<file path="src/hwd_pkg.sv">
// Shared types, constants and helpers for the heartbeat watchdog core.
// Used by heartbeat_watchdog_fsm_core and its testbench; depends on nothing else.
`default_nettype none

package hwd_pkg;

    // Width of all millisecond time values; differences wrap at this width.
    localparam int TIME_W = 32;

    // Field widths of one poll and one result.
    localparam int BEAT_W  = 64;
    localparam int CODE_W  = 3;
    localparam int COUNT_W = 16;

    // Stream widths: fields packed from bit 0 up, padded to whole bytes.
    localparam int S_BITS   = TIME_W + BEAT_W + TIME_W;
    localparam int S_DATA_W = ((S_BITS + 7) / 8) * 8;
    localparam int M_BITS   = CODE_W + 1 + 3 * TIME_W + COUNT_W;
    localparam int M_DATA_W = ((M_BITS + 7) / 8) * 8;

    // Configuration port.
    localparam int CFG_ADDR_W = 3;
    localparam int CFG_DATA_W = TIME_W;

    typedef enum logic [CFG_ADDR_W-1:0] {
        REG_WATCH_ENABLE     = 3'd0,
        REG_ALARM_TIMEOUT    = 3'd1,
        REG_FAULT_TIMEOUT    = 3'd2,
        REG_RECOVERY_TIMEOUT = 3'd3,
        REG_RECOVER_HOLD     = 3'd4
    } cfg_reg_t;

    // Reset values of the timeout registers.
    localparam logic [TIME_W-1:0] ALARM_TIMEOUT_RST    = TIME_W'(1000);
    localparam logic [TIME_W-1:0] FAULT_TIMEOUT_RST    = TIME_W'(5000);
    localparam logic [TIME_W-1:0] RECOVERY_TIMEOUT_RST = TIME_W'(5000);
    localparam logic [TIME_W-1:0] RECOVER_HOLD_RST     = TIME_W'(5000);

    // Watchdog mode, one-hot.
    typedef enum logic [3:0] {
        MODE_NORMAL   = 4'b0001,
        MODE_ALARM    = 4'b0010,
        MODE_FAULT    = 4'b0100,
        MODE_RECOVERY = 4'b1000
    } mode_t;

    // Reported state codes.
    localparam logic [CODE_W-1:0] CODE_NORMAL   = 3'd0;
    localparam logic [CODE_W-1:0] CODE_ALARM    = 3'd1;
    localparam logic [CODE_W-1:0] CODE_FAULT    = 3'd2;
    localparam logic [CODE_W-1:0] CODE_RECOVERY = 3'd3;
    localparam logic [CODE_W-1:0] CODE_DISABLED = 3'd4;

    localparam logic [COUNT_W-1:0] COUNT_MAX = '1;

    // Map a mode to the code shown on the result channel.
    function automatic logic [CODE_W-1:0] mode_code(input mode_t m);
        logic [CODE_W-1:0] c;
        case (m)
            MODE_ALARM:    c = CODE_ALARM;
            MODE_FAULT:    c = CODE_FAULT;
            MODE_RECOVERY: c = CODE_RECOVERY;
            default:       c = CODE_NORMAL;
        endcase
        return c;
    endfunction

endpackage

`default_nettype wire

</file>
<file path="src/heartbeat_watchdog_fsm_core.sv">
// Heartbeat watchdog: tracks heartbeat changes per poll and steps a
// normal/alarm/fault/recovery state machine. Depends on hwd_pkg.
//
// An input transfer goes to the input register; the state update then
// writes the result register, which drives the result transfer.
// Throughput: one poll per cycle while m_tready holds; the state update is
// one pass of subtracts and compares, so a poll may follow in the next cycle.
// Reset (aresetn low, synchronous): registers to 0/1000/5000/5000/5000,
// state normal, stored times, spans and change count zero, channels empty.
`default_nettype none

module heartbeat_watchdog_fsm_core
    import hwd_pkg::*;
(
    input  wire logic                  aclk,
    input  wire logic                  aresetn,

    // Configuration write port.
    input  wire logic                  cfg_we,
    input  wire logic [CFG_ADDR_W-1:0] cfg_addr,
    input  wire logic [CFG_DATA_W-1:0] cfg_wdata,

    // Poll input.
    input  wire logic                  s_tvalid,
    output      logic                  s_tready,
    // tdata from bit 0: now_time, beat_value, beat_stamp.
    input  wire logic [S_DATA_W-1:0]   s_tdata,

    // Result output.
    output      logic                  m_tvalid,
    input  wire logic                  m_tready,
    // tdata from bit 0: watch_state, state_entered, recovery_elapsed,
    // worst_fault_recover, worst_alarm_recover, change_total, zero pad.
    output      logic [M_DATA_W-1:0]   m_tdata
);

    // Configuration registers.
    logic              watch_enable_reg;
    logic [TIME_W-1:0] alarm_timeout_reg;
    logic [TIME_W-1:0] fault_timeout_reg;
    logic [TIME_W-1:0] recovery_timeout_reg;
    logic [TIME_W-1:0] recover_hold_reg;

    // Configuration writes; indexes outside the list are ignored.
    always_ff @(posedge aclk) begin
        if (!aresetn) begin
            watch_enable_reg     <= 1'b0;
            alarm_timeout_reg    <= ALARM_TIMEOUT_RST;
            fault_timeout_reg    <= FAULT_TIMEOUT_RST;
            recovery_timeout_reg <= RECOVERY_TIMEOUT_RST;
            recover_hold_reg     <= RECOVER_HOLD_RST;
        end else if (cfg_we) begin
            case (cfg_reg_t'(cfg_addr))
                REG_WATCH_ENABLE:     watch_enable_reg     <= cfg_wdata[0];
                REG_ALARM_TIMEOUT:    alarm_timeout_reg    <= cfg_wdata[TIME_W-1:0];
                REG_FAULT_TIMEOUT:    fault_timeout_reg    <= cfg_wdata[TIME_W-1:0];
                REG_RECOVERY_TIMEOUT: recovery_timeout_reg <= cfg_wdata[TIME_W-1:0];
                REG_RECOVER_HOLD:     recover_hold_reg     <= cfg_wdata[TIME_W-1:0];
                default: ;
            endcase
        end
    end

    // Pipeline control: input stage and result stage.
    logic              in_valid_reg;
    logic              out_valid_reg;
    logic              advance;
    logic [TIME_W-1:0] now_reg;
    logic [BEAT_W-1:0] beat_reg;
    logic [TIME_W-1:0] stamp_reg;

    assign advance  = in_valid_reg && (!out_valid_reg || m_tready);
    assign s_tready = !in_valid_reg || advance;
    assign m_tvalid = out_valid_reg;

    always_ff @(posedge aclk) begin
        if (!aresetn) begin
            in_valid_reg  <= 1'b0;
            out_valid_reg <= 1'b0;
        end else begin
            if (s_tready) begin
                in_valid_reg <= s_tvalid;
            end
            if (advance) begin
                out_valid_reg <= 1'b1;
            end else if (m_tready) begin
                out_valid_reg <= 1'b0;
            end
        end
    end

    // Input register: take a transfer whenever the stage is free.
    always_ff @(posedge aclk) begin
        if (s_tready && s_tvalid) begin
            now_reg   <= s_tdata[TIME_W-1:0];
            beat_reg  <= s_tdata[TIME_W +: BEAT_W];
            stamp_reg <= s_tdata[TIME_W+BEAT_W +: TIME_W];
        end
    end

    // Watchdog state.
    mode_t              mode_reg,              mode_next;
    logic [BEAT_W-1:0]  held_value_reg,        held_value_next;
    logic [TIME_W-1:0]  change_time_reg,       change_time_next;
    logic [TIME_W-1:0]  prior_change_time_reg, prior_change_time_next;
    logic [COUNT_W-1:0] change_counter_reg,    change_counter_next;
    logic [TIME_W-1:0]  alarm_entry_reg,       alarm_entry_next;
    logic [TIME_W-1:0]  fault_entry_reg,       fault_entry_next;
    logic [TIME_W-1:0]  rec_start_reg,         rec_start_next;
    logic [TIME_W-1:0]  max_fault_span_reg,    max_fault_span_next;
    logic [TIME_W-1:0]  max_alarm_span_reg,    max_alarm_span_next;

    // Result fields for the poll in the input register.
    logic [CODE_W-1:0]  code_next;
    logic               entered_next;
    logic [TIME_W-1:0]  in_rec_next;

    // Per-poll differences, all wrapping at TIME_W bits.
    logic               changed;
    logic [TIME_W-1:0]  since;
    logic [TIME_W-1:0]  between;
    logic [TIME_W-1:0]  in_rec;
    logic [TIME_W-1:0]  fault_span;
    logic [TIME_W-1:0]  alarm_span;
    logic               to_alarm;
    logic               to_fault;
    logic               to_recovery;
    logic               to_normal;

    // Change detection and time differences; a disabled poll clears the history.
    always_comb begin
        changed = watch_enable_reg && (beat_reg != held_value_reg);
        if (!watch_enable_reg) begin
            held_value_next        = '0;
            change_time_next       = '0;
            prior_change_time_next = '0;
        end else begin
            held_value_next        = beat_reg;
            change_time_next       = changed ? stamp_reg : change_time_reg;
            prior_change_time_next = changed ? change_time_reg : prior_change_time_reg;
        end
        if (changed && change_counter_reg != COUNT_MAX) begin
            change_counter_next = change_counter_reg + COUNT_W'(1);
        end else begin
            change_counter_next = change_counter_reg;
        end
        since      = now_reg - change_time_next;
        between    = change_time_next - prior_change_time_next;
        in_rec     = now_reg - rec_start_reg;
        fault_span = now_reg - fault_entry_reg;
        alarm_span = now_reg - alarm_entry_reg;
    end

    // Transition conditions in priority order.
    always_comb begin
        to_alarm    = (mode_reg == MODE_NORMAL) && (since >= alarm_timeout_reg);
        to_fault    = ((mode_reg == MODE_ALARM) && (since >= fault_timeout_reg)) ||
                      ((mode_reg == MODE_RECOVERY) && (since >= recovery_timeout_reg));
        to_recovery = ((mode_reg == MODE_FAULT) || (mode_reg == MODE_ALARM)) &&
                      (since <= alarm_timeout_reg) && (between <= alarm_timeout_reg) &&
                      (change_counter_next > COUNT_W'(1));
        to_normal   = (mode_reg == MODE_RECOVERY) && (in_rec >= recover_hold_reg);
    end

    // Next state and result for the poll in the input register.
    always_comb begin
        mode_next           = mode_reg;
        alarm_entry_next    = alarm_entry_reg;
        fault_entry_next    = fault_entry_reg;
        rec_start_next      = rec_start_reg;
        max_fault_span_next = max_fault_span_reg;
        max_alarm_span_next = max_alarm_span_reg;
        entered_next        = 1'b0;
        in_rec_next         = in_rec;

        if (!watch_enable_reg) begin
            // Disabled poll: clear the entry times, force normal.
            alarm_entry_next = '0;
            fault_entry_next = '0;
            rec_start_next   = '0;
            mode_next        = MODE_NORMAL;
            in_rec_next      = '0;
            code_next        = CODE_DISABLED;
        end else begin
            if (to_alarm) begin
                mode_next        = MODE_ALARM;
                alarm_entry_next = now_reg;
                entered_next     = 1'b1;
            end else if (to_fault) begin
                mode_next        = MODE_FAULT;
                fault_entry_next = now_reg;
                entered_next     = 1'b1;
            end else if (to_recovery) begin
                if (mode_reg == MODE_FAULT && fault_span > max_fault_span_reg) begin
                    max_fault_span_next = fault_span;
                end
                if (mode_reg == MODE_ALARM && alarm_span > max_alarm_span_reg) begin
                    max_alarm_span_next = alarm_span;
                end
                rec_start_next = now_reg;
                mode_next      = MODE_RECOVERY;
                entered_next   = 1'b1;
            end else if (to_normal) begin
                mode_next    = MODE_NORMAL;
                entered_next = 1'b1;
            end
            code_next = mode_code(mode_next);
        end
    end

    // State update, one poll per advance.
    always_ff @(posedge aclk) begin
        if (!aresetn) begin
            mode_reg              <= MODE_NORMAL;
            held_value_reg        <= '0;
            change_time_reg       <= '0;
            prior_change_time_reg <= '0;
            change_counter_reg    <= '0;
            alarm_entry_reg       <= '0;
            fault_entry_reg       <= '0;
            rec_start_reg         <= '0;
            max_fault_span_reg    <= '0;
            max_alarm_span_reg    <= '0;
        end else if (advance) begin
            mode_reg              <= mode_next;
            held_value_reg        <= held_value_next;
            change_time_reg       <= change_time_next;
            prior_change_time_reg <= prior_change_time_next;
            change_counter_reg    <= change_counter_next;
            alarm_entry_reg       <= alarm_entry_next;
            fault_entry_reg       <= fault_entry_next;
            rec_start_reg         <= rec_start_next;
            max_fault_span_reg    <= max_fault_span_next;
            max_alarm_span_reg    <= max_alarm_span_next;
        end
    end

    // Result register.
    logic [CODE_W-1:0]  out_code_reg;
    logic               out_entered_reg;
    logic [TIME_W-1:0]  out_in_rec_reg;
    logic [TIME_W-1:0]  out_fault_reg;
    logic [TIME_W-1:0]  out_alarm_reg;
    logic [COUNT_W-1:0] out_count_reg;

    always_ff @(posedge aclk) begin
        if (advance) begin
            out_code_reg    <= code_next;
            out_entered_reg <= entered_next;
            out_in_rec_reg  <= in_rec_next;
            out_fault_reg   <= max_fault_span_next;
            out_alarm_reg   <= max_alarm_span_next;
            out_count_reg   <= change_counter_next;
        end
    end

    assign m_tdata = {{(M_DATA_W - M_BITS){1'b0}}, out_count_reg, out_alarm_reg,
                      out_fault_reg, out_in_rec_reg, out_entered_reg, out_code_reg};

    // The worst spans and the change count never decrease.
    a_spans_grow: assert property (@(posedge aclk) disable iff (!aresetn)
        $past(aresetn) |-> (max_fault_span_reg >= $past(max_fault_span_reg)) &&
                           (max_alarm_span_reg >= $past(max_alarm_span_reg)))
        else $error("worst span decreased");

    a_count_grows: assert property (@(posedge aclk) disable iff (!aresetn)
        $past(aresetn) |-> change_counter_reg >= $past(change_counter_reg))
        else $error("change count decreased");

    // A disabled poll never reports a transition and leaves the mode normal.
    a_disabled_result: assert property (@(posedge aclk) disable iff (!aresetn)
        (out_valid_reg && out_code_reg == CODE_DISABLED) |->
            (!out_entered_reg && mode_reg == MODE_NORMAL && out_in_rec_reg == '0))
        else $error("disabled result inconsistent");

    // An enabled result shows the mode held after its poll.
    a_code_matches_mode: assert property (@(posedge aclk) disable iff (!aresetn)
        (out_valid_reg && out_code_reg != CODE_DISABLED) |->
            out_code_reg == mode_code(mode_reg))
        else $error("reported state differs from stored mode");

    // Entering recovery records the poll time as the recovery start.
    a_recovery_start: assert property (@(posedge aclk) disable iff (!aresetn)
        (advance && watch_enable_reg && to_recovery && !to_alarm && !to_fault) |=>
            rec_start_reg == $past(now_reg))
        else $error("recovery start time not recorded");

endmodule

`default_nettype wire

</file>
<file path="config.mk">
export PLATFORM = sky130hd
export DESIGN_NAME = heartbeat_watchdog_fsm_core
export DESIGN_NICKNAME = d
export VERILOG_FILES = /design/src/hwd_pkg.sv /design/src/heartbeat_watchdog_fsm_core.sv
export SDC_FILE = /design/constraint.sdc
export NUM_CORES = 2
export LEC_CHECK = 0
export ABC_AREA = 1
export BUFFER_PORTS_ARGS = -buffer_cell sky130_fd_sc_hd__buf_2
export CORE_ASPECT_RATIO = 0.75
export CORE_MARGIN = 1.5
export CORE_UTILIZATION = 56
export CTS_CLUSTER_DIAMETER = 120
export DETAILED_ROUTE_END_ITERATION = 8
export MAX_ROUTING_LAYER = met4
export PLACE_DENSITY = 0.78
export REMOVE_ABC_BUFFERS = 1
export SYNTH_ARGS = -nofsm -noshare
export SYNTH_HDL_FRONTEND = slang
export SYNTH_SLANG_ARGS = --single-unit
</file>
<file path="constraint.sdc">
create_clock -name aclk -period 6.1 [get_ports aclk]
set_input_delay 0.61 -clock aclk [delete_from_list [all_inputs] [get_ports aclk]]
set_output_delay 0.61 -clock aclk [all_outputs]
set_load 0.05 [all_outputs]
</file>
Word level (Yosys, flattened, before mapping). Cells that the tools add are included.

Input port bits: 168. Bits in registers: 683.

Add/sub/neg operators: 6. Muxes and demuxes: 38. Eq/ne operators: 18. Magnitude comparators: 9. Reductions and logical operators: 29.

Operator list (number): $mux W32 (23); $sub A32 B32 Y32 (5); $ge A32 B32 Y1 (4); $gt A32 B32 Y1 (2); $le A32 B32 Y1 (2); $mux W64 (1); $ne A64 B64 Y1 (1); $mux W4 (6); $add A16 B1 Y16 const B (1); $gt A16 B1 Y1 const B (1); $mux W16 (1); $ne A16 B16 Y1 const B (1); $logic_and A1 B1 Y1 (13); $reduce_and A2 Y1 (6); $eq A4 B2 Y1 const B (2); $eq A4 B3 Y1 const B (2); $eq A4 B4 Y1 const B (2); $eq A3 B2 Y1 const B (2); $mux W1 (6); $ne A2 B1 Y1 const B (3); $pmux W2 S3 (1); $eq A4 B1 Y1 const B (1); $logic_or A1 B1 Y1 (4); $ne A2 B2 Y1 const B (2); 7 further kinds (8).

Longest topological paths before layout.
Word-level depth: 15. Gate-level depth with buffers: 47. Gate-level depth less buffers: 44.

Least setup slack after synthesis. OpenSTA, ideal clock, no wires.

Path type: register -> register. From: register beat_reg[40]. To: register max_fault_span_reg[6]. Data required time: 5805 ps. Path buffers: 2. Arrival time: 6144 ps. Path slack: -339 ps. Stages on the path, launching flop included: 43. Cells stage by stage: edfxtp_1 > nand2_1 > inv_1 > nor2_1 > nor2_1 > nand2_1 > nor2_1 > nand2_1 > nor2_1 > nand2_1 > clkbuf_1 > inv_1 > clkbuf_1 > o21ai_0 > nor2_1 > ha_1 > fa_1 > o21ai_0 > [... 7 more ...] > o21ai_0 > a21oi_1 > xnor2_1 > ha_1 > nand2_1 > inv_1 > nand3_1 > nor3_1 > and3_1 > nand2_1 > nand2_1 > o21ai_0 > nor2_1 > nand2_1 > nor2_1 > nand2_1 > nand2_1 > a21oi_1.

Longest elaborated chain between the ends: 13. Elaborated cells between the ends (all ways): 27. Those cells by class: add/sub (2); order compare (6); eq/ne (1); mux (9); reduce/logical (9).

RTL lines: start, declared (line heartbeat_watchdog_fsm_core.sv:69) `logic [BEAT_W-1:0] beat_reg;`; start signal, assigned (line heartbeat_watchdog_fsm_core.sv:96) `beat_reg <= s_tdata[TIME_W +: BEAT_W];`; $ne A64 B64 Y1 * (line heartbeat_watchdog_fsm_core.sv:132) `changed = watch_enable_reg && (beat_reg != held_value_reg);`; $logic_and A1 B1 Y1 * (line heartbeat_watchdog_fsm_core.sv:132); $mux W32 * (line heartbeat_watchdog_fsm_core.sv:139) `change_time_next = changed ? stamp_reg : change_time_reg;`; $mux W32 * (line heartbeat_watchdog_fsm_core.sv:133) `if (!watch_enable_reg) begin`; net change_time_next[0] (line heartbeat_watchdog_fsm_core.sv:104) `logic [TIME_W-1:0] change_time_reg, change_time_next;`; $sub A32 B32 Y32 (line heartbeat_watchdog_fsm_core.sv:147) `since = now_reg - change_time_next;`; $le A32 B32 Y1 (line heartbeat_watchdog_fsm_core.sv:160) `(since <= alarm_timeout_reg) && (between <= alarm_timeout_reg) &&`; $logic_and A1 B1 Y1 (line heartbeat_watchdog_fsm_core.sv:159) `to_recovery = ((mode_reg == MODE_FAULT) || (mode_reg == MODE_ALARM)) &&`; $logic_and A1 B1 Y1 (2 in a row) (line heartbeat_watchdog_fsm_core.sv:160); $mux W32 (line heartbeat_watchdog_fsm_core.sv:193) `end else if (to_recovery) begin`; $mux W32 (line heartbeat_watchdog_fsm_core.sv:189) `end else if (to_fault) begin`; $mux W32 * (line heartbeat_watchdog_fsm_core.sv:185) `if (to_alarm) begin`; $mux W32 * (line heartbeat_watchdog_fsm_core.sv:176) `if (!watch_enable_reg) begin`; end signal, assigned (line heartbeat_watchdog_fsm_core.sv:233) `max_fault_span_reg <= max_fault_span_next;`; end, declared (line heartbeat_watchdog_fsm_core.sv:110) `logic [TIME_W-1:0] max_fault_span_reg, max_fault_span_next;`.

Mark *: on every way through the listed nets, which the timed path passes. The rest lies on a longest branch. A chain may end at the register's enable or synchronous reset.

Final worst setup path.
From: register beat_reg[43]. To: register max_alarm_span_reg[10].

Longest elaborated chain between the ends: 13. Elaborated cells between the ends (all ways): 27. Those cells by class: add/sub (2); order compare (6); eq/ne (1); mux (9); reduce/logical (9).

RTL lines: $ne A64 B64 Y1 * (line heartbeat_watchdog_fsm_core.sv:132); $logic_and A1 B1 Y1 * (line heartbeat_watchdog_fsm_core.sv:132); $mux W32 * (line heartbeat_watchdog_fsm_core.sv:139); $mux W32 * (line heartbeat_watchdog_fsm_core.sv:133); net change_time_next[14] (line heartbeat_watchdog_fsm_core.sv:104); $sub A32 B32 Y32 (line heartbeat_watchdog_fsm_core.sv:147); $le A32 B32 Y1 (line heartbeat_watchdog_fsm_core.sv:160); $logic_and A1 B1 Y1 (line heartbeat_watchdog_fsm_core.sv:159); $logic_and A1 B1 Y1 (2 in a row) (line heartbeat_watchdog_fsm_core.sv:160); $mux W32 (line heartbeat_watchdog_fsm_core.sv:193); $mux W32 (line heartbeat_watchdog_fsm_core.sv:189); $mux W32 * (line heartbeat_watchdog_fsm_core.sv:185); $mux W32 * (line heartbeat_watchdog_fsm_core.sv:176); end signal, assigned (line heartbeat_watchdog_fsm_core.sv:234) `max_alarm_span_reg <= max_alarm_span_next;`; end, declared (line heartbeat_watchdog_fsm_core.sv:111) `logic [TIME_W-1:0] max_alarm_span_reg, max_alarm_span_next;`.

Marked as above.

==> impl_metrics.tcl <==
set metrics [dict create \
    grt_pass1_vias 36100 \
    firstDrtPassIters 6 \
    antenna_found_initial 28 \
    drive_gt1_frac 0.219 \
    cp-end-kind "register" \
    htreeDepth 3 \
    synth_top_area_frac 0.220 \
    cts_buffers 70 \
    final_nets 6429 \
    async_reset_ff_frac 0 \
    status "complete, but fails checks" \
    p_per_area_nw_per_um2 260 \
    finalCriticalPeriod_ns 6.59 \
    grt_max_degree 183 \
    drt-vias-per-instance 5.69 \
    dp.cells 6629 \
    wl_per_cell_um 19.8 \
    worstSetupStartpointType "register" \
    rows 84 \
    start_util 0.568 \
    period_share 1.08 \
    clockBufferDepth 3 \
    grt-ovfl-total 0 \
    grt_usage 0.362 \
    synthToLayoutAreaGrowth_pct 27.2 \
    cts_tree "yes" \
    design.portCount 290 \
    clk_pin_slew_ns 0.06 \
    layout_setup_ws_ns -0.487 \
    cp-startpoint "beat_reg[43]$_DFFE_PP_" \
    final_common_cell "nand2_1" \
    internal_power_mw 8.90 \
    r2r-start "beat_reg[43]$_DFFE_PP_" \
    cp.required_ns 6.64 \
    min-delay-path-class "in -> reg" \
    wirelength_um 136000 \
    setup-tns-final_ns -72.75 \
    clockPowerShare 0.338 \
    drc 0 \
    die_width_um 312 \
    violations "negative setup slack" \
    r2r.worst_path.cells 44 \
    path_max_fanout 8 \
    die_y_um 234 \
    fmax_mhz 152 \
    ff2ff_setup_slack_ns -0.49 \
    vias 39300 \
    rsz0062_at_grt "true" \
    combPwrFrac 0.272 \
    syn_inst 5217 \
    cpPeakStageDelay_ns 0.41 \
    ant_nets 0 \
    dp_slack_ns -1.15 \
    drv_cap 0 \
    power_frac_seq 0.389 \
    grt_pass1_wl_um 200000 \
    synth_area_per_cell_um2 7.67 \
    crit_path_end "max_alarm_span_reg[10]$_SDFFE_PN0P_" \
    p_switching_mw 4.32 \
    cpMostUsedCell "nor2_1" \
    layout_common_cells "nand2_1, inv_1, a21oi_1, dfxtp_1, nor2_1" \
    hold_viol_final 0 \
    worst_ep_arrival_time_ns 7.13 \
    skew_ns 0.0445 \
    cts_sinks 683 \
    yosysSeqAreaShare 0.403 \
    worst_pin_slew_ns 0.990 \
    power_mw 13.2 \
    cts_root_buf "clkbuf_16" \
    yosys.area.top_type "dfxtp_1" \
    slew_headroom 0.338 \
    synthFlopType "dfxtp_1" \
    netlist_area_um2 40000 \
    core_area_um2 70400 \
    ys_types 56 \
    port_buffers 285 \
    clock_latency_ns 0.66 \
    setup.worst_path.class "reg -> reg" \
    p_leak_nw 23.0 \
    fin_cells 6906 \
    die_area_um2 73100 \
    synth_edf_count 244 \
    ys_seq_elements 683 \
    synth_area_leaders "dfxtp_1, edfxtp_1, ha_1" \
    routabilityCongestion 1.05 \
    p_sw_frac 0.327 \
    drt_iter0_markers 4714 \
    finalSetupViolCount 231 \
    crit_slowest_cell "edfxtp_1" \
    peakVddDrop_mv 0.247 \
    synth_warnings 0 \
    slew_viol_final 0 \
    timing.rr.end "max_alarm_span_reg[10]$_SDFFE_PN0P_" \
    dp_hpwl_um 91600 \
]
## how the worst min path moves through the flow
stage                                               start                                     to  cells after the start
floorplan                fault_entry_reg[11]$_SDFFE_PN0P_       fault_entry_reg[11]$_SDFFE_PN0P_                      2
global placement    recovery_timeout_reg[31]$_SDFFE_PN0P_  recovery_timeout_reg[31]$_SDFFE_PN0P_                      2
detailed placement  recovery_timeout_reg[15]$_SDFFE_PN0P_  recovery_timeout_reg[15]$_SDFFE_PN0P_                      2
CTS                                           s_tdata[72]                 beat_reg[40]$_DFFE_PP_                      1
global route                                   s_tdata[1]                   now_reg[1]$_DFFE_PP_                      1
finish                                         s_tdata[1]                   now_reg[1]$_DFFE_PP_                      1
## Yosys cell counts, drive strengths merged (16+ instances only)
cell type / count
ha: 380
xor2: 132
dfxtp: 439
edfxtp: 244
buf: 38
nor4: 16
o21ai: 444
a31oi: 24
clkbuf: 150
xnor2: 42
nor3: 39
a21oi: 701
o211ai: 32
nor2: 464
nand3: 152
nand4: 59
nand2: 1023
inv: 743
## final cells by class
type,count,area [um2]
Timing Repair Buffer,769,5870
Antenna cell,29,72.6
Timing Repair inverter,2,27.5
Sequential cell,683,16100
Clock inverter,25,299
Tap cell,946,1180
Multi-Input combinational cell,3604,22400
Inverter,746,2850
Fill cell,5337,19600
Clock buffer,102,2050
## timing repair
item	4_1_cts	5_1_grt
hold buffers	0	0
gates resized for setup	339	279
gates cloned	21	3
buffers inserted	81	27
endpoints found under the setup margin	231	231
pin swaps	103	93
## per-layer routing
layer  GRT usage  wire length [um]
met1       0.479             55400
met4       0.145              6700
met2       0.532             57500
met5           -                 0
met3      0.0875             16800
## cells by family (layout without fill, tap and decap cells)
family                     after synthesis  in the layout  share of synthesized area
AOI/OAI and AO/OA                     1275           1275                      0.168
xor gates and xnor gates               174            174                     0.0381
adders and majority gates              385            385                      0.121
buffers and inverters                  934           1644                     0.0902
DFF                                    683            683                      0.403
other                                    1             33                  0.0000938
and+or+nand+nor                       1765           1766                      0.180
## power by group through the flow
stage | logic (mW) | clock network (mW) | registers, mW
CTS | 3.27 | 4.50 | 5.13
detailed placement | 3.05 | 0 | 5.22
global route | 3.93 | 4.67 | 5.16
global placement | 2.98 | 0 | 5.22
floorplan | 1.88 | 0 | 5.31
finish | 3.60 | 4.47 | 5.15
## per-stage QoR
| step | instance area [um2] | util | hold WS (ns) |
|---|---|---|---|
| final | 50900 | 0.722 | 0.129 |
| after global routing | 50900 | 0.722 | 0.124 |
| after CTS | 49500 | 0.702 | 0.112 |
| after detailed placement | 44800 | 0.636 | 0.454 |
| after global placement | 44800 | 0.636 | 0.448 |
| after floorplan | 39200 | - | 0.433 |
## critical path, delay by kind of cell, from the launching register on
kind	cells	cell delay [ns]
buf+inv	13	1.69
simple gates	24	3.10
fa+ha+maj	2	0.59
xor+xnor	1	0.22
compound gates	4	0.44
flops	1	0.41
Note: power is estimated with default switching activity, not from simulation.
